--- config.mk ---
export PLATFORM = sky130hd
export DESIGN_NAME = ftp_div
export DESIGN_NICKNAME = d
export VERILOG_FILES = /design/src/ftp_pkg.sv /design/src/ftp_div.sv
export SDC_FILE = /design/constraint.sdc
export NUM_CORES = 2
export LEC_CHECK = 0
export ABC_CLOCK_PERIOD_IN_PS = 9300
export BUFFER_PORTS_ARGS = -buffer_cell sky130_fd_sc_hd__buf_2
export CORE_UTILIZATION = 25
export DETAILED_ROUTE_END_ITERATION = 10
export REMOVE_ABC_BUFFERS = 1
export SYNTH_ARGS = -nofsm -noshare
export SYNTH_HDL_FRONTEND = slang
export SYNTH_SLANG_ARGS = --single-unit
--- constraint.sdc ---
create_clock -name clk -period 9.3 [get_ports clk]
set_input_delay 0.465 -clock clk [delete_from_list [all_inputs] [get_ports clk]]
set_output_delay 0.465 -clock clk [all_outputs]
set_load 0.05 [all_outputs]
--- src/ftp_pkg.sv ---
// Shared widths, register codes, CORDIC angle table and result type for the fisheye remap.
`default_nettype none

package ftp_pkg;

	localparam int COORD_W   = 12;
	localparam int CFG_W     = 54;
	localparam int CFG_IDX_W = 3;
	localparam int COEF_W    = 18;
	localparam int FL_W      = 16;
	localparam int HALF_W    = 12;
	localparam int VEC_W     = 17;
	localparam int PROD_W    = 35;
	localparam int SUM_W     = 37;
	localparam int XW        = 24;
	localparam int SQ_W      = 2 * XW;
	localparam int RHO_W     = 24;
	localparam int CW        = 27;
	localparam int AW        = 34;
	localparam int RW        = 24;
	localparam int NUM_W     = RW + XW;
	localparam int NW        = 46;
	localparam int DW        = RHO_W + 1;
	localparam int QW        = 24;
	localparam int OUT_W     = 24;
	localparam int BASE_W    = 21;
	localparam int SUMO_W    = 26;

	localparam int COORD_BITS_DEF    = 12;
	localparam int CORDIC_STAGES_DEF = 16;

	typedef enum logic [CFG_IDX_W-1:0] {
		REG_ROT_X      = 3'd0,
		REG_ROT_Y      = 3'd1,
		REG_ROT_Z      = 3'd2,
		REG_FOCAL      = 3'd3,
		REG_FOCAL_SCL  = 3'd4,
		REG_OUT_HALF_W = 3'd5,
		REG_OUT_HALF_H = 3'd6,
		REG_IN_HALF_W  = 3'd7
	} reg_idx_t;

	localparam logic signed [AW-1:0] HALF_PI_Q30 = 34'sd1686629713;
	localparam logic signed [OUT_W-1:0] OUT_MAX = 24'sh7FFFFF;
	localparam logic signed [OUT_W-1:0] OUT_MIN = 24'sh800000;

	localparam logic [31:0] ATAN_Q30 [32] = '{
		32'd843314857, 32'd497837829, 32'd263043837, 32'd133525159, 32'd67021687,
		32'd33543516, 32'd16775851, 32'd8388437, 32'd4194283, 32'd2097149, 32'd1048576,
		32'd524288, 32'd262144, 32'd131072, 32'd65536, 32'd32768, 32'd16384, 32'd8192,
		32'd4096, 32'd2048, 32'd1024, 32'd512, 32'd256, 32'd128, 32'd64, 32'd32, 32'd16,
		32'd8, 32'd4, 32'd2, 32'd1, 32'd0
	};

	typedef struct packed {
		logic signed [OUT_W-1:0] map_x;
		logic signed [OUT_W-1:0] map_y;
		logic                    clipped;
	} map_t;

endpackage

`default_nettype wire

--- src/ftp_div.sv ---
// Pipelined restoring divider, one quotient bit per stage; quotient must fit in QW bits.
`default_nettype none

module ftp_div #(
	parameter int NW     = ftp_pkg::NW,
	parameter int DW     = ftp_pkg::DW,
	parameter int QW     = ftp_pkg::QW,
	parameter int SIDE_W = 1
) (
	input  wire logic              clk,
	input  wire logic              arst_n,
	input  wire logic              en,
	input  wire logic              in_valid,
	input  wire logic [NW-1:0]     num,
	input  wire logic [DW-1:0]     den,
	input  wire logic [SIDE_W-1:0] side_in,
	output logic                   out_valid,
	output logic [QW-1:0]          quo,
	output logic [SIDE_W-1:0]      side_out
);

	logic              v_s    [QW];
	logic [DW-1:0]     rem_s  [QW];
	logic [QW-1:0]     low_s  [QW];
	logic [QW-1:0]     q_s    [QW];
	logic [DW-1:0]     den_s  [QW];
	logic [SIDE_W-1:0] side_s [QW];

	for (genvar g = 0; g < QW; g++) begin : g_stage
		logic              pv;
		logic [DW-1:0]     prem;
		logic [QW-1:0]     plow;
		logic [QW-1:0]     pq;
		logic [DW-1:0]     pden;
		logic [SIDE_W-1:0] pside;
		logic [DW:0]       cat;
		logic [DW:0]       diff;
		logic              ge;

		if (g == 0) begin : g_first
			// upper numerator bits are already below the divisor
			assign pv    = in_valid;
			assign prem  = DW'(num[NW-1:QW]);
			assign plow  = num[QW-1:0];
			assign pq    = '0;
			assign pden  = den;
			assign pside = side_in;
		end else begin : g_next
			assign pv    = v_s[g-1];
			assign prem  = rem_s[g-1];
			assign plow  = low_s[g-1];
			assign pq    = q_s[g-1];
			assign pden  = den_s[g-1];
			assign pside = side_s[g-1];
		end

		assign cat  = {prem, plow[QW-1]};
		assign diff = cat - {1'b0, pden};
		assign ge   = (cat >= {1'b0, pden});

		always_ff @(posedge clk or negedge arst_n) begin
			if (!arst_n) begin
				v_s[g] <= 1'b0;
			end else if (en) begin
				v_s[g] <= pv;
			end
		end

		always_ff @(posedge clk) begin
			if (en) begin
				rem_s[g]  <= ge ? diff[DW-1:0] : cat[DW-1:0];
				low_s[g]  <= {plow[QW-2:0], 1'b0};
				q_s[g]    <= {pq[QW-2:0], ge};
				den_s[g]  <= pden;
				side_s[g] <= pside;
			end
		end
	end

	assign out_valid = v_s[QW-1];
	assign quo       = q_s[QW-1];
	assign side_out  = side_s[QW-1];

endmodule

`default_nettype wire

# Yosys cells after proc, flatten, opt, wreduce, memory -nomap -nowiden
# Memories as Yosys holds them, arrays and structs flattened.
# Index checks and enable logic that the tools add are counted.
# W data, S select, Z words.
dict set report classes {
  addsub 24
  mul 0
  n_div 0
  magnitude_cmp 24
  n_eq_ne 0
  n_shift 0
  mux 26
  bitwise_logic 0
  n_reduce_logical 0
}
# cell n
set op_table {}
lappend op_table {{$mux W25} 24}
lappend op_table {{$ge A26 B25 Y1} 23}
lappend op_table {{$sub A25 B25 Y25} 23}
lappend op_table {{$ge A23 B25 Y1} 1}
lappend op_table {{$sub A23 B25 Y25} 1}
lappend op_table {{$mux W1} 2}
dict set report totals {
  regBits 24
  latch_bits 0
  mem_bits_rw 2352
  romBits 0
  inputBits 76
  output_inout_bits 26
  elab_cells 103
  n_memories 5
}
# name depth word_bits rd rd_ports_with_merged_regs wr line_no
set memory_table {}
lappend memory_table {den_s 24 25 23 0 24 ftp_div.sv:26} ;# logic [DW-1:0] den_s [QW];
lappend memory_table {rem_s 24 25 23 0 24 ftp_div.sv:23} ;# logic [DW-1:0] rem_s [QW];
lappend memory_table {q_s 24 24 24 0 24 ftp_div.sv:25} ;# logic [QW-1:0] q_s [QW];
lappend memory_table {low_s 24 23 23 0 24 ftp_div.sv:24} ;# logic [QW-1:0] low_s [QW];
lappend memory_table {side_s 24 1 24 0 24 ftp_div.sv:27} ;# logic [SIDE_W-1:0] side_s [QW];

# Depth between registers and ports, before layout
# An unclocked memory read counts as a cell.
dict set report depth {
  word_depth 3
  depth_mapped 15
  depth_no_buf 14
}

# Worst setup path before layout
# Ideal clock, no wire load.
dict set report synth_timing {
  path_kind {reg2reg}
  start {memory low_s[1][114] (netlist bit)}
  end {memory rem_s[1][141] (netlist bit) (data pin)}
  setup_ns 0.262
  arrival_time_ns 3.184
  required_ns 9.038
  setup_slack_ns 5.854
  path_stages_with_launch 15
  n_path_buf 1
  period_less_slack_ns 3.446
  path_cell_list {edfxtp_1 inv_1 ha_1 inv_1 fa_1 a21o_1 a221oi_2 a2111oi_1 or3_4 a31oi_2 nor2b_1 a31o_1 a31oi_4 buf_6 mux2_1}
}
# item line_no
set synth_lines {}
lappend synth_lines {{start, declared} ftp_div.sv:24}
lappend synth_lines {{end, declared} ftp_div.sv:23}

==> flow_summary.toml <==
[place]
gp_congestion = 0.901
dp_slack_ns = 5.04
hpwl_um = 129000
place_area_um2 = 96800
port_buffers = 101

[sta]
fin_crit_sh = 0.455
setup-violations-final = 0
clock_skew_ns = 0.0765
rsz0062_at_grt = "false"
finalHoldViolations = 0
slew_violations = 0
fin_ws_ns = 5.07
slew_headroom = 0.291
fmax_mhz = 237
period_needed_ns = 4.23
worst_pin_slew_ns = 1.05
setup_tns_ns = 0

[floorplan]
die_area_um2 = 365000
io-pin-count = 102
initial_core_util = 0.252
fp.dieH_um = 604
core-area_um2 = 360000
die_w_um = 604
row_count = 220

[grt]
grt_pass1_wl_um = 280000
antenna_found_initial = 5
grt_pass1_vias = 55800
grt_max_degree = 194
grt_overflow_total = 0
grtUsageTotal = 0.0937

[cts]
cts-root-buf = "clkbuf_16"
cts.sinks = 1774
cts_buffers = 199
cts_resized = 0
clk_pin_slew_ns = 0.06
cts_tree = "yes"
post_cts_buffers = 0
clk_latency_ns = 0.89
cts_buffer_depth = 4
cts_max_level = 4

[setup_path]
path_class = "flip-flop to flip-flop"
r2r-start = "low_s[1][22]"
worst_r2r_endpoint = "rem_s[1][32]"
critPathLaunchType = "flip-flop"
endpoint_kind = "flip-flop"
worstPathMaxFanout = 26
rr_worst_depth = 13
cp.required_ns = 9.87
rrSetupSlack_ns = 5.07
crit_arrival_ns = 4.79

[routing]
wl_per_cell_um = 14.0
drt-met1-wl_um = 67500
first_pass_iters = 6
drt_iter0_drc = 2757
highest_layer = "met5"
dr_wl_met3_um = 5880
viasPerCell = 4.37
routed_wl_um = 176000
postRouteAntennaNets = 0
vias = 54900
drc_errors = 0
wl_met2_um = 92700

[logic_synthesis]
yosysMostFrequentCell = "edfxtp_1"
ys_ff_latch = 1774
synth.yosys.warnings = 0
synth_edf_count = 1750
synth_common_cells = "edfxtp_1, inv_1, ha_1, a21oi_1, nand2_1"
postSynthCellCount = 7375
syn_area_per_cell_um2 = 12.3
synthDistinctLibCells = 99
ys_seq_area_frac = 0.587
yosysTopAreaCellShare = 0.580
synthArstFlopShare = 0.0135
netlist_area_um2 = 90600
synthTopCellsByArea = "edfxtp_1, ha_1, mux2_2, inv_1, a21oi_1"
synth_flop_cell = "edfxtp_1"
synth_top_area_cell = "edfxtp_1"

[finish]
nets = 8333
final_layout_size_suffix_gt1_frac = 0.0974
fin_area_um2 = 104000
syn_to_final_growth_pct = 14.6
fillCellCount = 36600

[run]
drv_cap = 0

[min_path]
whs_endpoint = "rem_s[2][159]"
whs_path_depth = 1
worstHoldStart = "en"
hold_path_class = "primary input to flip-flop"

[pwr]
p_per_area_nw_per_um2 = 323
irDropWorstVdd_mv = 0.146
p_leak_nw = 40.2

[status]
outcome = "complete, no violations"
==> where the power goes <==
part	switching (mW)	leakage [nW]	internal, mW
Clock	3.17	3.03	4.38
Sequential	0.933	17.4	11.4
Combinational	7.61	19.7	6.06
Total	11.7	40.2	21.9
==> flip-flops by register name, indices dropped and copies added (netlist names) <==
signal,cells
out_valid,1
low_s,276
rem_s,575
q_s,300
g_stage.pv,23
side_s,24
den_s,575
==> layer usage <==
metal	global-route usage	up-vias
met5	0	-
met4	0.0485	2
met3	0.0168	517
met2	0.183	903
met1	0.0934	25700
li1	-	27800
==> cells in the final DEF (no fill, tap or decap), types with 36 or more instances in the layout <==
cell type      count
ha_1             598
edfxtp_1        1750
inv_1            745
a21oi_1          558
a211oi_1          48
nand4_1           82
o21a_1            71
o21bai_1          54
nand3_1          113
nand2b_1          69
nand2_1          525
nor2b_1           62
buf_2            100
nor2_1           325
clkinv_1          38
mux2_2           251
and3_1            38
xor2_1           192
xnor2_1          299
o21ai_0          480
a31oi_1           53
nor3_1            75
o211ai_1          39
clkinv_2          36
dlygate4sd3_1     74
clkbuf_16        200
a21o_1           276
==> how the worst max path moves through the flow <==
| stage | cells past startpoint | start | slack, ns | to |
|---|---|---|---|---|
| 2_1_floorplan | 12 | low_s[1][68] | 4.16 | rem_s[1][76] |
| 3_3_place_gp | 13 | low_s[1][22] | 5.05 | rem_s[1][26] |
| 3_5_place_dp | 13 | low_s[1][22] | 5.04 | rem_s[1][36] |
| 4_1_cts | 13 | low_s[1][22] | 5.03 | rem_s[1][32] |
| 5_1_grt | 13 | low_s[1][22] | 4.84 | rem_s[1][35] |
| 6_report | 13 | low_s[1][22] | 5.07 | rem_s[1][32] |
==> layout make-up <==
type | instances | area, um^2 | share of cell area
antenna | 2 | 5.00 | 0.0000482
sequential | 1774 | 53200 | 0.512
clock buffer | 238 | 5180 | 0.0499
tap | 4773 | 5970 | 0.0575
inverter | 746 | 2800 | 0.0270
multi-input combinational | 4699 | 34000 | 0.328
clock inverter | 116 | 1030 | 0.00993
timing repair buffer | 216 | 1640 | 0.0158
==> stage by stage <==
stage	power (mW)	util	instances	hold WS, ns
floorplan	22.8	-	7219	0.169
global placement	26.0	0.269	12100	0.401
detailed placement	26.1	0.269	12100	0.405
CTS	33.9	0.289	12600	0.0676
global route	36.0	0.289	12600	0.104
finish	33.6	0.289	12600	0.0995
==> kinds of logic after synthesis <==
family,count (synthesis),synth area share
AOI/OAI and AO/OA,1858,0.129
buffers and inverters,902,0.0386
adders and majority gates,621,0.0877
muxes,290,0.0358
xor gates and xnor gates,491,0.0475
DFF,1774,0.587
and+or+nand+nor,1439,0.0750
==> worst max-delay path, stage by stage, from the launching register on <==
cell and delay (ns):
edfxtp_1 0.35, inv_1 0.08, ha_1 0.16, inv_1 0.05
fa_1 0.43, a211oi_1 0.33, o21ai_0 0.21, a2111oi_1 0.65
nor3b_1 0.24, o21ai_2 0.25, o31ai_1 0.10, nand3_1 0.11
nand3_2 0.51, mux2_2 0.49
==> repair_timing <==
action | in CTS | in global routing
hold buffers | 74 | 0
endpoints found under the setup margin | 0 | 0
hold endpoints to repair | 98 | 0
(Power assumes the default switching activity.)
