===== src/ftp_pkg.sv =====
// Shared widths, register codes, CORDIC angle table and result type for the fisheye remap.
`default_nettype none

package ftp_pkg;

	localparam int COORD_W   = 12;
	localparam int CFG_W     = 54;
	localparam int CFG_IDX_W = 3;
	localparam int COEF_W    = 18;
	localparam int FL_W      = 16;
	localparam int HALF_W    = 12;
	localparam int VEC_W     = 17;
	localparam int PROD_W    = 35;
	localparam int SUM_W     = 37;
	localparam int XW        = 24;
	localparam int SQ_W      = 2 * XW;
	localparam int RHO_W     = 24;
	localparam int CW        = 27;
	localparam int AW        = 34;
	localparam int RW        = 24;
	localparam int NUM_W     = RW + XW;
	localparam int NW        = 46;
	localparam int DW        = RHO_W + 1;
	localparam int QW        = 24;
	localparam int OUT_W     = 24;
	localparam int BASE_W    = 21;
	localparam int SUMO_W    = 26;

	localparam int COORD_BITS_DEF    = 12;
	localparam int CORDIC_STAGES_DEF = 16;

	typedef enum logic [CFG_IDX_W-1:0] {
		REG_ROT_X      = 3'd0,
		REG_ROT_Y      = 3'd1,
		REG_ROT_Z      = 3'd2,
		REG_FOCAL      = 3'd3,
		REG_FOCAL_SCL  = 3'd4,
		REG_OUT_HALF_W = 3'd5,
		REG_OUT_HALF_H = 3'd6,
		REG_IN_HALF_W  = 3'd7
	} reg_idx_t;

	localparam logic signed [AW-1:0] HALF_PI_Q30 = 34'sd1686629713;
	localparam logic signed [OUT_W-1:0] OUT_MAX = 24'sh7FFFFF;
	localparam logic signed [OUT_W-1:0] OUT_MIN = 24'sh800000;

	localparam logic [31:0] ATAN_Q30 [32] = '{
		32'd843314857, 32'd497837829, 32'd263043837, 32'd133525159, 32'd67021687,
		32'd33543516, 32'd16775851, 32'd8388437, 32'd4194283, 32'd2097149, 32'd1048576,
		32'd524288, 32'd262144, 32'd131072, 32'd65536, 32'd32768, 32'd16384, 32'd8192,
		32'd4096, 32'd2048, 32'd1024, 32'd512, 32'd256, 32'd128, 32'd64, 32'd32, 32'd16,
		32'd8, 32'd4, 32'd2, 32'd1, 32'd0
	};

	typedef struct packed {
		logic signed [OUT_W-1:0] map_x;
		logic signed [OUT_W-1:0] map_y;
		logic                    clipped;
	} map_t;

endpackage

`default_nettype wire


===== src/ftp_isqrt.sv =====
// Pipelined integer square root, one result bit per stage.
`default_nettype none

module ftp_isqrt #(
	parameter int OUT_W  = ftp_pkg::RHO_W,
	parameter int SIDE_W = 1
) (
	input  wire logic                  clk,
	input  wire logic                  arst_n,
	input  wire logic                  en,
	input  wire logic                  in_valid,
	input  wire logic [2*OUT_W-1:0]    radicand,
	input  wire logic [SIDE_W-1:0]     side_in,
	output logic                       out_valid,
	output logic [OUT_W-1:0]           root,
	output logic [SIDE_W-1:0]          side_out
);

	localparam int IN_W = 2 * OUT_W;
	localparam int RMW  = OUT_W + 2;

	logic              v_s    [OUT_W];
	logic [RMW-1:0]    rem_s  [OUT_W];
	logic [OUT_W-1:0]  root_s [OUT_W];
	logic [IN_W-1:0]   rad_s  [OUT_W];
	logic [SIDE_W-1:0] side_s [OUT_W];

	for (genvar g = 0; g < OUT_W; g++) begin : g_stage
		logic              pv;
		logic [RMW-1:0]    prem;
		logic [OUT_W-1:0]  proot;
		logic [IN_W-1:0]   prad;
		logic [SIDE_W-1:0] pside;
		logic [RMW-1:0]    cat;
		logic [RMW-1:0]    trial;
		logic              ge;

		if (g == 0) begin : g_first
			assign pv    = in_valid;
			assign prem  = '0;
			assign proot = '0;
			assign prad  = radicand;
			assign pside = side_in;
		end else begin : g_next
			assign pv    = v_s[g-1];
			assign prem  = rem_s[g-1];
			assign proot = root_s[g-1];
			assign prad  = rad_s[g-1];
			assign pside = side_s[g-1];
		end

		// bring down the next two radicand bits, try root*4+1
		assign cat   = {prem[RMW-3:0], prad[IN_W-1 -: 2]};
		assign trial = {proot, 2'b01};
		assign ge    = (cat >= trial);

		always_ff @(posedge clk or negedge arst_n) begin
			if (!arst_n) begin
				v_s[g] <= 1'b0;
			end else if (en) begin
				v_s[g] <= pv;
			end
		end

		always_ff @(posedge clk) begin
			if (en) begin
				rem_s[g]  <= ge ? (cat - trial) : cat;
				root_s[g] <= {proot[OUT_W-2:0], ge};
				rad_s[g]  <= {prad[IN_W-3:0], 2'b00};
				side_s[g] <= pside;
			end
		end
	end

	assign out_valid = v_s[OUT_W-1];
	assign root      = root_s[OUT_W-1];
	assign side_out  = side_s[OUT_W-1];

endmodule

`default_nettype wire


===== config.mk =====
export PLATFORM = sky130hd
export DESIGN_NAME = ftp_isqrt
export DESIGN_NICKNAME = d
export VERILOG_FILES = /design/src/ftp_pkg.sv /design/src/ftp_isqrt.sv
export SDC_FILE = /design/constraint.sdc
export NUM_CORES = 2
export LEC_CHECK = 0
export ABC_AREA = 0
export BUFFER_PORTS_ARGS = -buffer_cell sky130_fd_sc_hd__buf_2
export CAP_MARGIN = 20
export CORE_MARGIN = 2
export CORE_UTILIZATION = 45
export DETAILED_ROUTE_END_ITERATION = 8
export GPL_TIMING_DRIVEN = 0
export PLACE_DENSITY_LB_ADDON = 0.25
export SYNTH_ARGS = -nofsm -noshare
export SYNTH_HDL_FRONTEND = slang
export SYNTH_SLANG_ARGS = --single-unit

===== constraint.sdc =====
create_clock -name clk -period 2.97 [get_ports clk]
set_clock_uncertainty 0.1 [all_clocks]
set_input_delay 0.4455 -clock clk [delete_from_list [all_inputs] [get_ports clk]]
set_output_delay 0.4455 -clock clk [all_outputs]
set_load 0.02 [all_outputs]

### Word-level counts from Yosys, hierarchy flattened

Memories as Yosys holds them, arrays and structs flattened.
Index checks and enable logic that the tools add are counted.

| word-level totals | value |
|---|---|
| flip-flop bits (word level) | 24 |
| bits in writable memories | 2328 |
| memories | 4 |

| cells by class | value |
|---|---|
| add/subtract/negate cells | 24 |
| $lt $le $gt $ge | 24 |
| multiplexer cells | 26 |

Memory list:

| name | words | bits a word | rd ports | clocked after Yosys merged registers in | wr ports | RTL line | source |
|---|---|---|---|---|---|---|---|
| rad_s | 24 | 46 | 23 | 0 | 24 | ftp_isqrt.sv:25 | `logic [IN_W-1:0] rad_s [OUT_W];` |
| rem_s | 24 | 26 | 23 | 0 | 24 | ftp_isqrt.sv:23 | `logic [RMW-1:0] rem_s [OUT_W];` |
| root_s | 24 | 24 | 24 | 0 | 24 | ftp_isqrt.sv:24 | `logic [OUT_W-1:0] root_s [OUT_W];` |
| side_s | 24 | 1 | 24 | 0 | 24 | ftp_isqrt.sv:26 | `logic [SIDE_W-1:0] side_s [OUT_W];` |

Operator list:

| cell | number |
|---|---|
| $mux 26 | 24 |
| $ge 26x26->1 | 23 |
| $sub 26x26->26 | 23 |
| $sub 2x1->3 const B | 1 |
| $ge 2x1->1 const B | 1 |
| $mux 1 | 2 |

### Logic depth before layout (Yosys ltp)

An unclocked memory read counts as a cell.

| depth | value |
|---|---|
| depth after elaboration | 3 |
| mapped depth | 14 |

### Worst setup path after synthesis

No wires, ideal clock.

| timing path | value |
|---|---|
| path kind | flip-flop to flip-flop |
| start point | memory rem_s[1][64] (netlist name) |
| end point | memory rem_s[1][86] (netlist name) (data pin) |
| setup time | 0.262 ns |
| data arrival time | 2.865 ns |
| data required time | 2.608 ns |
| slack | -0.257 ns |
| stages on the path, launching flop included | 9 |
| path buffers | 1 |
| period minus slack after synthesis | 3.227 ns |
| cells stage by stage | edfxtp_1 -> or4_4 -> or3_4 -> or4_1 -> nor2_1 -> nand3_1 -> a211oi_4 -> buf_4 -> mux2_1 |

RTL lines:

| element | RTL line |
|---|---|
| from (decl) | ftp_isqrt.sv:23 |

==> results.json <==
{
  "ant_nets": 0,
  "first_pass_iters": 5,
  "row_count": 139,
  "cts_made_buffers": 150,
  "io_pins": 79,
  "status": "finished, violations left",
  "synth_seq_area_share": 0.657,
  "place_hpwl_mm": 82.7,
  "period_share": 1.08,
  "port_buffers": 78,
  "power_density_nw_per_um2": 742,
  "clock.fmax_mhz": 313,
  "n_fill_cell": 11384,
  "avgViaCountPerCell": 5.33,
  "htree_levels": 4,
  "dieArea_um2": 147000,
  "grt_pass1_vias": 38877,
  "clk_latency_ns": 0.79,
  "syn_nets": 5269,
  "avgSynthCellArea_um2": 13.2,
  "drcViolationCount": 0,
  "place.gp.congestion": 0.917,
  "clock-sinks": 1422,
  "ys.flop_type": "edfxtp_1",
  "initial_core_util": 0.452,
  "finalSetupViolations": 101,
  "synth.distinct_cells": 87,
  "max-vdd-ir-drop_mv": 0.606,
  "tightest_slew_ns": 1.11,
  "cp-end-kind": "register",
  "cts_root_buffer": "clkbuf_16",
  "cts_tree": "yes",
  "drtIter0Drc": 3107,
  "core_um2": 143000,
  "final_area_um2": 80600,
  "final_cell_mix": "1398 x edfxtp_1, 377 x inv_1, 287 x nand2_1",
  "final_core_util": 0.563,
  "routed_wirelength_mm": 129,
  "die_w_um": 383,
  "layout-drive-gt1-share": 0.240,
  "hold_viol_final": 0,
  "synth_warnings": 0,
  "multiInputGateArea_um2": 24400,
  "slew_violations": 0,
  "worstPathMaxFanout": 5,
  "finalNetCount": 5843,
  "placed_area_um2": 68000,
  "layout_commonest_cell": "edfxtp_1",
  "start_kind": "register",
  "antenna_cells": 0,
  "die_y_um": 383,
  "grt_pass1_wl_mm": 202,
  "p_leak_nw": 30.7,
  "worstSetupPathType": "reg2reg",
  "drv_cap": 0,
  "grt_max_degree": 187,
  "netlist_instances": 4891,
  "finalWorstSetupSlack_ns": -0.226,
  "regArea_um2": 42600,
  "p_total_mw": 59.8,
  "synthTopCellsByArea": "edfxtp_1 65%, ha_1 6.3%, xor2_1 3.0%",
  "synth-seq-cells": 1422,
  "required_ns": 3.41,
  "relSlewSlack": 0.262,
  "synth_edf_count": 1398,
  "rsz0062_at_grt": "yes",
  "violations": "negative setup slack",
  "wl_per_cell_um": 17.3,
  "overflow": 0,
  "fin_crit_ns": 3.20,
  "cp_data_arrival_time_ns": 3.64,
  "synth_top_cell_area_share": 0.648,
  "synthesis.area_um2": 64800,
  "grt_usage": 0.170,
  "antenna_found_initial": 1,
  "clk_pin_slew_ns": 0.06,
  "syn_to_final_growth_pct": 24.5,
  "cts_buffer_depth": 3,
  "hold_path.class": "in2reg",
  "vias": 39876,
  "synth.largest_area_cell": "edfxtp_1",
  "synth_async_sr_flop_share": 0.0169
}
[registers in the layout (all words and copies together) (netlist names)]
| name | count |
|---|---|
| g_stage.pv | 23 |
| out_valid | 1 |
| rad_s | 552 |
| rem_s | 522 |
| side_s | 24 |
| root_s | 300 |
[final timing paths]
check                                          from                         end  slack [ns]  cells after the start
min in group asynchronous                    arst_n  g_stage[15].pv$_DFFE_PN0P_        0.08                      2
setup reg to reg           root_s[2][127]$_DFFE_PP_     rem_s[2][176]$_DFFE_PP_       -0.23                     11
hold reg to reg             rad_s[2][180]$_DFFE_PP_     rad_s[2][228]$_DFFE_PP_        0.31                      0
setup / recovery           root_s[2][127]$_DFFE_PP_     rem_s[2][176]$_DFFE_PP_       -0.23                     11
max in group asynchronous                    arst_n   g_stage[3].pv$_DFFE_PN0P_        2.34                      2
hold / removal                                   en      rad_s[0][97]$_DFFE_PP_        0.01                      1
[worst max-delay path: stages (launching register included)]
cell and delay, ns:
edfxtp_1 0.40, inv_1 0.12, ha_4 0.22, and3_4 0.19, and3_4 0.19, a21oi_4 0.17, a21o_1 0.24, a31oi_4 0.14
a221oi_2 0.33, a21o_1 0.29, clkinvlp_4 0.24, mux2_4 0.34
[stage by stage]
stage          TNS (ns)  hold slack, ns  worst slack (ns)  std cells
5_1_grt          -22.17          0.0178            -0.349       7487
3_5_place_dp    -535.08           0.305             -1.19       6880
6_report          -7.72          0.0129            -0.226       7487
4_1_cts           -6.94         0.00402            -0.249       7355
3_3_place_gp          -           0.300            -20.32       6872
2_1_floorplan     -1.06          0.0499            -0.134       4891
[report_power, final]
part | internal (mW) | total (mW) | switching (mW) | leakage, nW
clock network | 11.0 | 18.8 | 7.85 | 2.41
logic | 6.70 | 14.0 | 7.32 | 14.6
registers | 25.4 | 27.0 | 1.63 | 13.7
total | 43.0 | 59.8 | 16.8 | 30.7
[timing repair]
| action | CTS | global route |
|---|---|---|
| setup endpoints to repair | 657 | 521 |
| resized for setup | 565 | 529 |
| endpoints found under the hold margin | 77 | 0 |
| hold buffers | 53 | 0 |
| buffers inserted | 157 | 141 |
| pin swaps | 145 | 175 |
| cloned | 11 | 7 |
[synth_stat cells (11+ instances only)]
| library cell | count |
|---|---|
| nand3_1 | 92 |
| and2_1 | 16 |
| a21boi_0 | 12 |
| clkbuf_1 | 76 |
| a31oi_1 | 28 |
| nor2_1 | 277 |
| a211oi_1 | 37 |
| or4_1 | 29 |
| or2_2 | 17 |
| nand2_1 | 352 |
| o31ai_1 | 43 |
| xor2_1 | 219 |
| nand4_1 | 41 |
| or3_1 | 42 |
| edfxtp_1 | 1398 |
| o21a_1 | 61 |
| nor3_1 | 113 |
| mux2_2 | 56 |
| o21ai_0 | 284 |
| and3_1 | 27 |
| a21oi_1 | 234 |
| a21o_1 | 110 |
| xnor2_1 | 190 |
| o211ai_1 | 11 |
| nor2b_1 | 40 |
| o21bai_1 | 20 |
| inv_1 | 404 |
| dfrtp_1 | 24 |
| ha_1 | 325 |
| nand2b_1 | 64 |
| nor4_1 | 61 |
[logic make-up after synthesis]
group,Yosys count,share of synthesized area
fa+ha+maj,325,0.0628
xor+xnor,409,0.0553
simple gates,1226,0.0927
buf+inv,498,0.0291
other cells,1,0.0000579
mux,63,0.0108
compound gates,947,0.0919
flops,1422,0.657
[layer usage]
metal,up-vias,wire [µm],GRT usage,share of wire
met5,-,0,0,0
met4,0,2850,0.0513,0.022
met3,208,6230,0.0323,0.048
met2,837,62500,0.277,0.48
met1,19561,57900,0.230,0.45
li1,19270,-,-,-
[cell type report]
class / count / share of cell area
Tap cell: 1903 / 0.0295
Multi-Input combinational cell: 2971 / 0.303
Timing Repair Buffer: 449 / 0.0497
Inverter: 406 / 0.0192
Clock buffer: 178 / 0.0478
Buffer: 65 / 0.00926
Clock inverter: 93 / 0.0139
Sequential cell: 1422 / 0.528
Power figures use the tool's default switching activity.
