**src/ftp_pkg.sv**
```systemverilog
// Shared widths, register codes, CORDIC angle table and result type for the fisheye remap.
`default_nettype none

package ftp_pkg;

	localparam int COORD_W   = 12;
	localparam int CFG_W     = 54;
	localparam int CFG_IDX_W = 3;
	localparam int COEF_W    = 18;
	localparam int FL_W      = 16;
	localparam int HALF_W    = 12;
	localparam int VEC_W     = 17;
	localparam int PROD_W    = 35;
	localparam int SUM_W     = 37;
	localparam int XW        = 24;
	localparam int SQ_W      = 2 * XW;
	localparam int RHO_W     = 24;
	localparam int CW        = 27;
	localparam int AW        = 34;
	localparam int RW        = 24;
	localparam int NUM_W     = RW + XW;
	localparam int NW        = 46;
	localparam int DW        = RHO_W + 1;
	localparam int QW        = 24;
	localparam int OUT_W     = 24;
	localparam int BASE_W    = 21;
	localparam int SUMO_W    = 26;

	localparam int COORD_BITS_DEF    = 12;
	localparam int CORDIC_STAGES_DEF = 16;

	typedef enum logic [CFG_IDX_W-1:0] {
		REG_ROT_X      = 3'd0,
		REG_ROT_Y      = 3'd1,
		REG_ROT_Z      = 3'd2,
		REG_FOCAL      = 3'd3,
		REG_FOCAL_SCL  = 3'd4,
		REG_OUT_HALF_W = 3'd5,
		REG_OUT_HALF_H = 3'd6,
		REG_IN_HALF_W  = 3'd7
	} reg_idx_t;

	localparam logic signed [AW-1:0] HALF_PI_Q30 = 34'sd1686629713;
	localparam logic signed [OUT_W-1:0] OUT_MAX = 24'sh7FFFFF;
	localparam logic signed [OUT_W-1:0] OUT_MIN = 24'sh800000;

	localparam logic [31:0] ATAN_Q30 [32] = '{
		32'd843314857, 32'd497837829, 32'd263043837, 32'd133525159, 32'd67021687,
		32'd33543516, 32'd16775851, 32'd8388437, 32'd4194283, 32'd2097149, 32'd1048576,
		32'd524288, 32'd262144, 32'd131072, 32'd65536, 32'd32768, 32'd16384, 32'd8192,
		32'd4096, 32'd2048, 32'd1024, 32'd512, 32'd256, 32'd128, 32'd64, 32'd32, 32'd16,
		32'd8, 32'd4, 32'd2, 32'd1, 32'd0
	};

	typedef struct packed {
		logic signed [OUT_W-1:0] map_x;
		logic signed [OUT_W-1:0] map_y;
		logic                    clipped;
	} map_t;

endpackage

`default_nettype wire

```
**src/ftp_cordic.sv**
```systemverilog
// Pipelined CORDIC vectoring, one micro-rotation per stage, accumulating the angle.
`default_nettype none

module ftp_cordic #(
	parameter int STAGES = ftp_pkg::CORDIC_STAGES_DEF,
	parameter int SIDE_W = 1
) (
	input  wire logic                          clk,
	input  wire logic                          arst_n,
	input  wire logic                          en,
	input  wire logic                          in_valid,
	input  wire logic signed [ftp_pkg::CW-1:0] cx_in,
	input  wire logic signed [ftp_pkg::CW-1:0] cy_in,
	input  wire logic signed [ftp_pkg::AW-1:0] ang_in,
	input  wire logic [SIDE_W-1:0]             side_in,
	output logic                               out_valid,
	output logic signed [ftp_pkg::AW-1:0]      ang,
	output logic [SIDE_W-1:0]                  side_out
);

	localparam int CW = ftp_pkg::CW;
	localparam int AW = ftp_pkg::AW;

	logic                 v_s    [STAGES];
	logic signed [CW-1:0] cx_s   [STAGES];
	logic signed [CW-1:0] cy_s   [STAGES];
	logic signed [AW-1:0] ang_s  [STAGES];
	logic [SIDE_W-1:0]    side_s [STAGES];

	for (genvar g = 0; g < STAGES; g++) begin : g_stage
		logic                 pv;
		logic signed [CW-1:0] pcx;
		logic signed [CW-1:0] pcy;
		logic signed [AW-1:0] pang;
		logic [SIDE_W-1:0]    pside;
		logic signed [CW-1:0] dx;
		logic signed [CW-1:0] dy;
		logic signed [AW-1:0] at;
		logic                 pos;

		if (g == 0) begin : g_first
			assign pv    = in_valid;
			assign pcx   = cx_in;
			assign pcy   = cy_in;
			assign pang  = ang_in;
			assign pside = side_in;
		end else begin : g_next
			assign pv    = v_s[g-1];
			assign pcx   = cx_s[g-1];
			assign pcy   = cy_s[g-1];
			assign pang  = ang_s[g-1];
			assign pside = side_s[g-1];
		end

		assign dx  = pcy >>> g;
		assign dy  = pcx >>> g;
		assign at  = AW'({2'b00, ftp_pkg::ATAN_Q30[g]});
		assign pos = !pcy[CW-1] && (pcy != '0);

		always_ff @(posedge clk or negedge arst_n) begin
			if (!arst_n) begin
				v_s[g] <= 1'b0;
			end else if (en) begin
				v_s[g] <= pv;
			end
		end

		always_ff @(posedge clk) begin
			if (en) begin
				if (pos) begin
					cx_s[g]  <= pcx + dx;
					cy_s[g]  <= pcy - dy;
					ang_s[g] <= pang + at;
				end else begin
					cx_s[g]  <= pcx - dx;
					cy_s[g]  <= pcy + dy;
					ang_s[g] <= pang - at;
				end
				side_s[g] <= pside;
			end
		end
	end

	assign out_valid = v_s[STAGES-1];
	assign ang       = ang_s[STAGES-1];
	assign side_out  = side_s[STAGES-1];

endmodule

`default_nettype wire

```
**config.mk**
```make
export PLATFORM = sky130hd
export DESIGN_NAME = ftp_cordic
export DESIGN_NICKNAME = d
export VERILOG_FILES = /design/src/ftp_pkg.sv /design/src/ftp_cordic.sv
export SDC_FILE = /design/constraint.sdc
export NUM_CORES = 2
export LEC_CHECK = 0
export BUFFER_PORTS_ARGS = -buffer_cell sky130_fd_sc_hd__buf_2
export CORE_ASPECT_RATIO = 2
export CORE_MARGIN = 2
export CORE_UTILIZATION = 55
export CTS_CLUSTER_DIAMETER = 150
export CTS_CLUSTER_SIZE = 25
export DETAILED_ROUTE_END_ITERATION = 10
export PLACE_DENSITY = 0.78
export SLEW_MARGIN = 10
export SYNTH_ARGS = -nofsm -noshare
export SYNTH_HDL_FRONTEND = slang
export SYNTH_SLANG_ARGS = --single-unit
```
**constraint.sdc**
```tcl
create_clock -name clk -period 6.6 [get_ports clk]
set_input_delay 0 -clock clk [delete_from_list [all_inputs] [get_ports clk]]
set_output_delay 0 -clock clk [all_outputs]
set_load 0.03 [all_outputs]
```
Word-level counts from Yosys, hierarchy flattened. Memory sizes are Yosys's and may differ from the RTL's. Index checks and enable logic that the tools add are counted.

Register bits after elaboration: 16. Memory bits (writable): 1424. Input port bits: 93. Output and inout bits: 36. Logic and storage cells: 357. Memories kept: 4.

Add/subtract/negate cells: 95. Mux-type cells: 146. Bitwise operators: 48. Reduce and logical (&&, ||, !) cells: 48.

Memory list: ang_s (depth 16, width 34, rd ports 16, clocked after memory_dff 0, wr ports 16, RTL line ftp_cordic.sv:27) `logic signed [AW-1:0] ang_s [STAGES];`; cx_s (depth 16, width 27, rd ports 15, clocked after memory_dff 0, wr ports 16, RTL line ftp_cordic.sv:25) `logic signed [CW-1:0] cx_s [STAGES];`; cy_s (depth 16, width 27, rd ports 15, clocked after memory_dff 0, wr ports 16, RTL line ftp_cordic.sv:26) `logic signed [CW-1:0] cy_s [STAGES];`; side_s (depth 16, width 1, rd ports 16, clocked after memory_dff 0, wr ports 16, RTL line ftp_cordic.sv:28) `logic [SIDE_W-1:0] side_s [STAGES];`.

Operator list (count): $mux 27 (32); $mux 34 (16); $reduce_bool 27->1 (16); $mux 1 (98); $add 34x22->34 const B (2); $sub 34x22->34 const B (2); $add 27x12->27 (2); $add 27x13->27 (2); $add 27x14->27 (2); $add 27x15->27 (2); $add 27x16->27 (2); $add 27x17->27 (2); $add 27x18->27 (2); $add 27x19->27 (2); $add 27x20->27 (2); $add 27x21->27 (2); $add 27x22->27 (2); $add 27x23->27 (2); $add 27x24->27 (2); $add 27x25->27 (2); $add 27x26->27 (2); $sub 27x12->27 (2); $sub 27x13->27 (2); $sub 27x14->27 (2); 45 further kinds (135).

Longest topological paths before layout. An unclocked memory read counts as a cell.

Depth after elaboration: 7. Gate-level depth with buffers: 24.

Least setup slack after synthesis. No wires, ideal clock.

Path kind: reg2reg. From: memory cy_s[3][16], in the netlist cy_s[0][97]. To: memory cx_s[4][26], in the netlist cx_s[0][134] (data pin). Setup time: 0.259 ns. Arrival time: 5.162 ns. Slack: 1.179 ns. Stages on the path, launching flop included: 22. Buffers on the path: 2. Period minus slack after synthesis: 5.421 ns. Path through: edfxtp_1 or4_1 nor4_1 nand2b_1 nor4_1 and3_1 o21ai_2 buf_2 clkbuf_1 nor2_1 a21oi_1 fa_1 a211oi_1 o21ai_0 a31oi_1 o21ai_1 a221o_1 o21a_1 a41o_1 a21o_1 a21oi_1 xnor2_1.

RTL lines (RTL line): start, declared (ftp_cordic.sv:26); end, declared (ftp_cordic.sv:25).

==> flow_summary.toml <==
[job]
max_cap_viol_count = 0

[route]
drt_iter0_drc = 5383
ant_nets = 0
vias = 90540
routed_via_density = 6.365
dr.pass1.iters = 11
wirelength_um = 370100
drcViolationCount = 2
wl_per_cell_um = 26.02

[hold_path]
hp-start = "cx_in[16]"
hold_path.class = "in2reg"
hold_depth = 5
hold_end = "cx_s[0][17]"

[floorplanning]
dieArea_mm2 = 0.2019
die_w_um = 318.7
start_util = 0.5519
core_area_mm2 = 0.1974
die_h_um = 633.4
io_pins = 129
rows = 231

[clock_tree]
cts_buffer_depth = 3
insertion_delay_ns = 0.82
htreeDepth = 2
cts_sinks = 1344
cts_tree = "yes"
clk_pin_slew_ns = 0.12
cts-root-buf = "clkbuf_16"
cts-buffers-inserted = 59

[final_layout]
layout.nets = 12990
final_core_util = 0.5982
seq_area_mm2 = 0.04028
multiInputGateArea_mm2 = 0.06603
nFillCells = 16650
area_growth_pct = 8.383
drive_gt1_frac = 0.07109
finalNonFillerCells = 14230

[critical_path]
regToRegSetupSlack_ns = 0.13
rr_endpoint = "cy_s[1][46]"
worstPathMaxFanout = 19
worstRegToRegCells = 23
cp.required_ns = 7.10
crit_type = "reg2reg"
cp.arrival_ns = 6.97
r2r-start = "cy_s[1][11]"
end_kind = "flip-flop"
start_kind = "flip-flop"

[grt]
track_usage = 0.3636
grt_max_degree = 199
grt_pass1_wl_um = 552000
antenna_found_initial = 11
overflow = 0
grt_pass1_vias = 94540

[timing]
fin_tns_setup_ns = 0
tightest_slew_ns = 1.371
hold_violations = 0
skew_ns = 0.03964
period_share = 0.9799
setup_viol = 0
clock.fmax_ghz = 0.1546
fin_ws_ns = 0.1329
slew_violations = 0
max_slew_margin = 0.08288
fin_crit_ns = 6.467

[synthesis]
ys_types = 112
yosys_warnings = 0
syn_area_mm2 = 0.1090
synthCells = 11160
syn-num-nets = 12510
synth-async-reset-ratio = 0.01190
yosys_register_bits = 1344
avgSynthCellArea_um2 = 9.764
synth_edf_count = 1328
synth_top_flop_cell = "edfxtp_1"
ys_seq_area_frac = 0.3697

[outcome]
violations = "DRC"
status = "complete, but fails checks"

[place]
dp_hpwl_um = 295300
gp_congestion = 1.087
portBuffers = 128
post-place-ws_ns = -0.6825
dp_cells = 14010
[metal layers]
layer | vias to the layer above | routed length, um | GRT usage
met5 | - | 41 | 0
met4 | 6 | 55930 | 0.4464
met3 | 1952 | 15090 | 0.07233
met2 | 3182 | 206000 | 0.7273
met1 | 43040 | 93040 | 0.2399
li1 | 42360 | - | -
[logic make-up after synthesis]
logic type / synth area share
AOI/OAI and AO/OA: 0.1946
and+or+nand+nor: 0.1325
xor gates and xnor gates: 0.1222
DFF: 0.3697
adders and majority gates: 0.1474
buffers and inverters: 0.02679
muxes: 0.006810
[worst max-delay path, stage by stage (launching register included)]
cell	delay, ns
edfxtp_1	0.59
nor4_4	0.05
buf_4	0.19
nand3_1	0.09
buf_4	0.13
nand2b_1	0.13
or2_2	0.16
nor2_1	0.05
buf_4	0.17
a21oi_4	0.50
o41ai_1	0.21
xnor2_1	0.67
ha_1	0.43
a21oi_1	0.25
nor3b_1	0.22
a31oi_1	0.12
buf_4	0.18
a221oi_2	0.40
buf_4	0.21
a21oi_1	0.12
a21oi_2	0.23
o21bai_1	0.12
buf_4	0.17
xor2_4	0.70
[cells in the final DEF (no fill, tap or decap), drive strengths merged, types with 33 or more instances in the layout]
cell         instances
edfxtp            1328
ha                1212
a21oi             1042
xnor2              983
nor2               797
nand2              699
o21ai              639
buf                540
xor2               537
a21o               517
inv                480
nor3               267
nand3              201
nand2b             167
nor2b              162
o21bai             157
o31ai              153
o21a               130
dlygate4sd3        120
and3               112
a31oi              109
nor4               103
nand4               87
a211oi              78
or3                 77
clkbuf              71
and2                62
o41ai               56
or2                 55
fa                  45
a21boi              42
or4                 42
o211ai              41
mux2i               37
mux2                33
[cells in the mapped netlist, types with 27 or more instances]
master | instances | area [um^2]
ha_1 | 1212 | 15160
buf_4 | 37 | 277.8
o41ai_1 | 52 | 455.4
or3_1 | 75 | 469.2
and3_1 | 111 | 694.4
o21a_1 | 130 | 975.9
a31o_2 | 27 | 236.5
o31ai_1 | 152 | 1141
a21boi_0 | 42 | 315.3
nand2_1 | 697 | 2616
mux2i_1 | 37 | 370.4
o21ai_1 | 30 | 150.1
a21o_1 | 517 | 3881
fa_1 | 45 | 900.9
and2_1 | 60 | 375.4
or4_1 | 38 | 285.3
buf_2 | 32 | 160.2
edfxtp_1 | 1328 | 39880
o21ai_0 | 604 | 3023
nor4_1 | 95 | 594.3
o21bai_1 | 157 | 1179
nor2b_1 | 162 | 1013
or2_2 | 53 | 331.6
nand3b_1 | 30 | 225.2
a311oi_1 | 27 | 236.5
nor2_1 | 794 | 2980
nor3_1 | 264 | 1321
clkbuf_1 | 161 | 604.3
nand4_1 | 87 | 544.3
inv_1 | 473 | 1775
a31oi_1 | 109 | 681.9
a211oi_1 | 74 | 555.5
xnor2_1 | 983 | 8610
xor2_1 | 537 | 4703
nand2b_1 | 167 | 1045
a21oi_1 | 1041 | 5210
mux2_2 | 33 | 371.6
o211ai_1 | 41 | 307.8
nand3_1 | 200 | 1001
[layout make-up]
type                    count  area share
multi-input cells        9087      0.5592
clock inverters             4   0.0007523
diodes                     14   0.0002967
inverters                 482     0.01532
clock buffers              70     0.01285
repair buffers            661     0.04336
flip-flops and latches   1344      0.3411
well taps                2563     0.02716
[worst max path at each step]
stage / endpoint / slack (ns) / startpoint / cells after the start
after floorplan: cx_s[0][134] / 1.18 / cy_s[0][97] / 21
after global placement: cy_s[1][46] / -1.09 / cy_s[1][11] / 23
after detailed placement: cy_s[1][46] / -0.68 / cy_s[1][11] / 23
after CTS: cy_s[1][46] / 0.17 / cy_s[1][11] / 23
after global routing: cy_s[0][188] / -0.03 / cy_s[0][143] / 24
final: cy_s[1][46] / 0.13 / cy_s[1][11] / 23
[state kept, by name, indices dropped and copies added, names as in the netlist]
register	cells
ang_s	544
cx_s	364
cy_s	404
g_stage.pv	15
out_valid	1
side_s	16
[metrics by stage]
step / hold WS (ns) / area (um^2)
floorplan: -0.2956 / 109000
global placement: -0.08318 / 115100
detailed placement: -0.07888 / 115100
CTS: 0.0006285 / 117900
global route: 0.01969 / 118100
finish: 0.02102 / 118100
[timing repair]
item / in CTS / in global routing
endpoints found under the setup margin: 2 / 29
pin swaps: 0 / 1
gates cloned: 0 / 0
resized for setup: 4 / 15
buffers inserted: 0 / 2
hold buffers: 120 / 0
hold endpoints to repair: 212 / 0
Power is not shown: default switching activity piles up to over one toggle a cycle in this logic, so the estimate is an artifact.
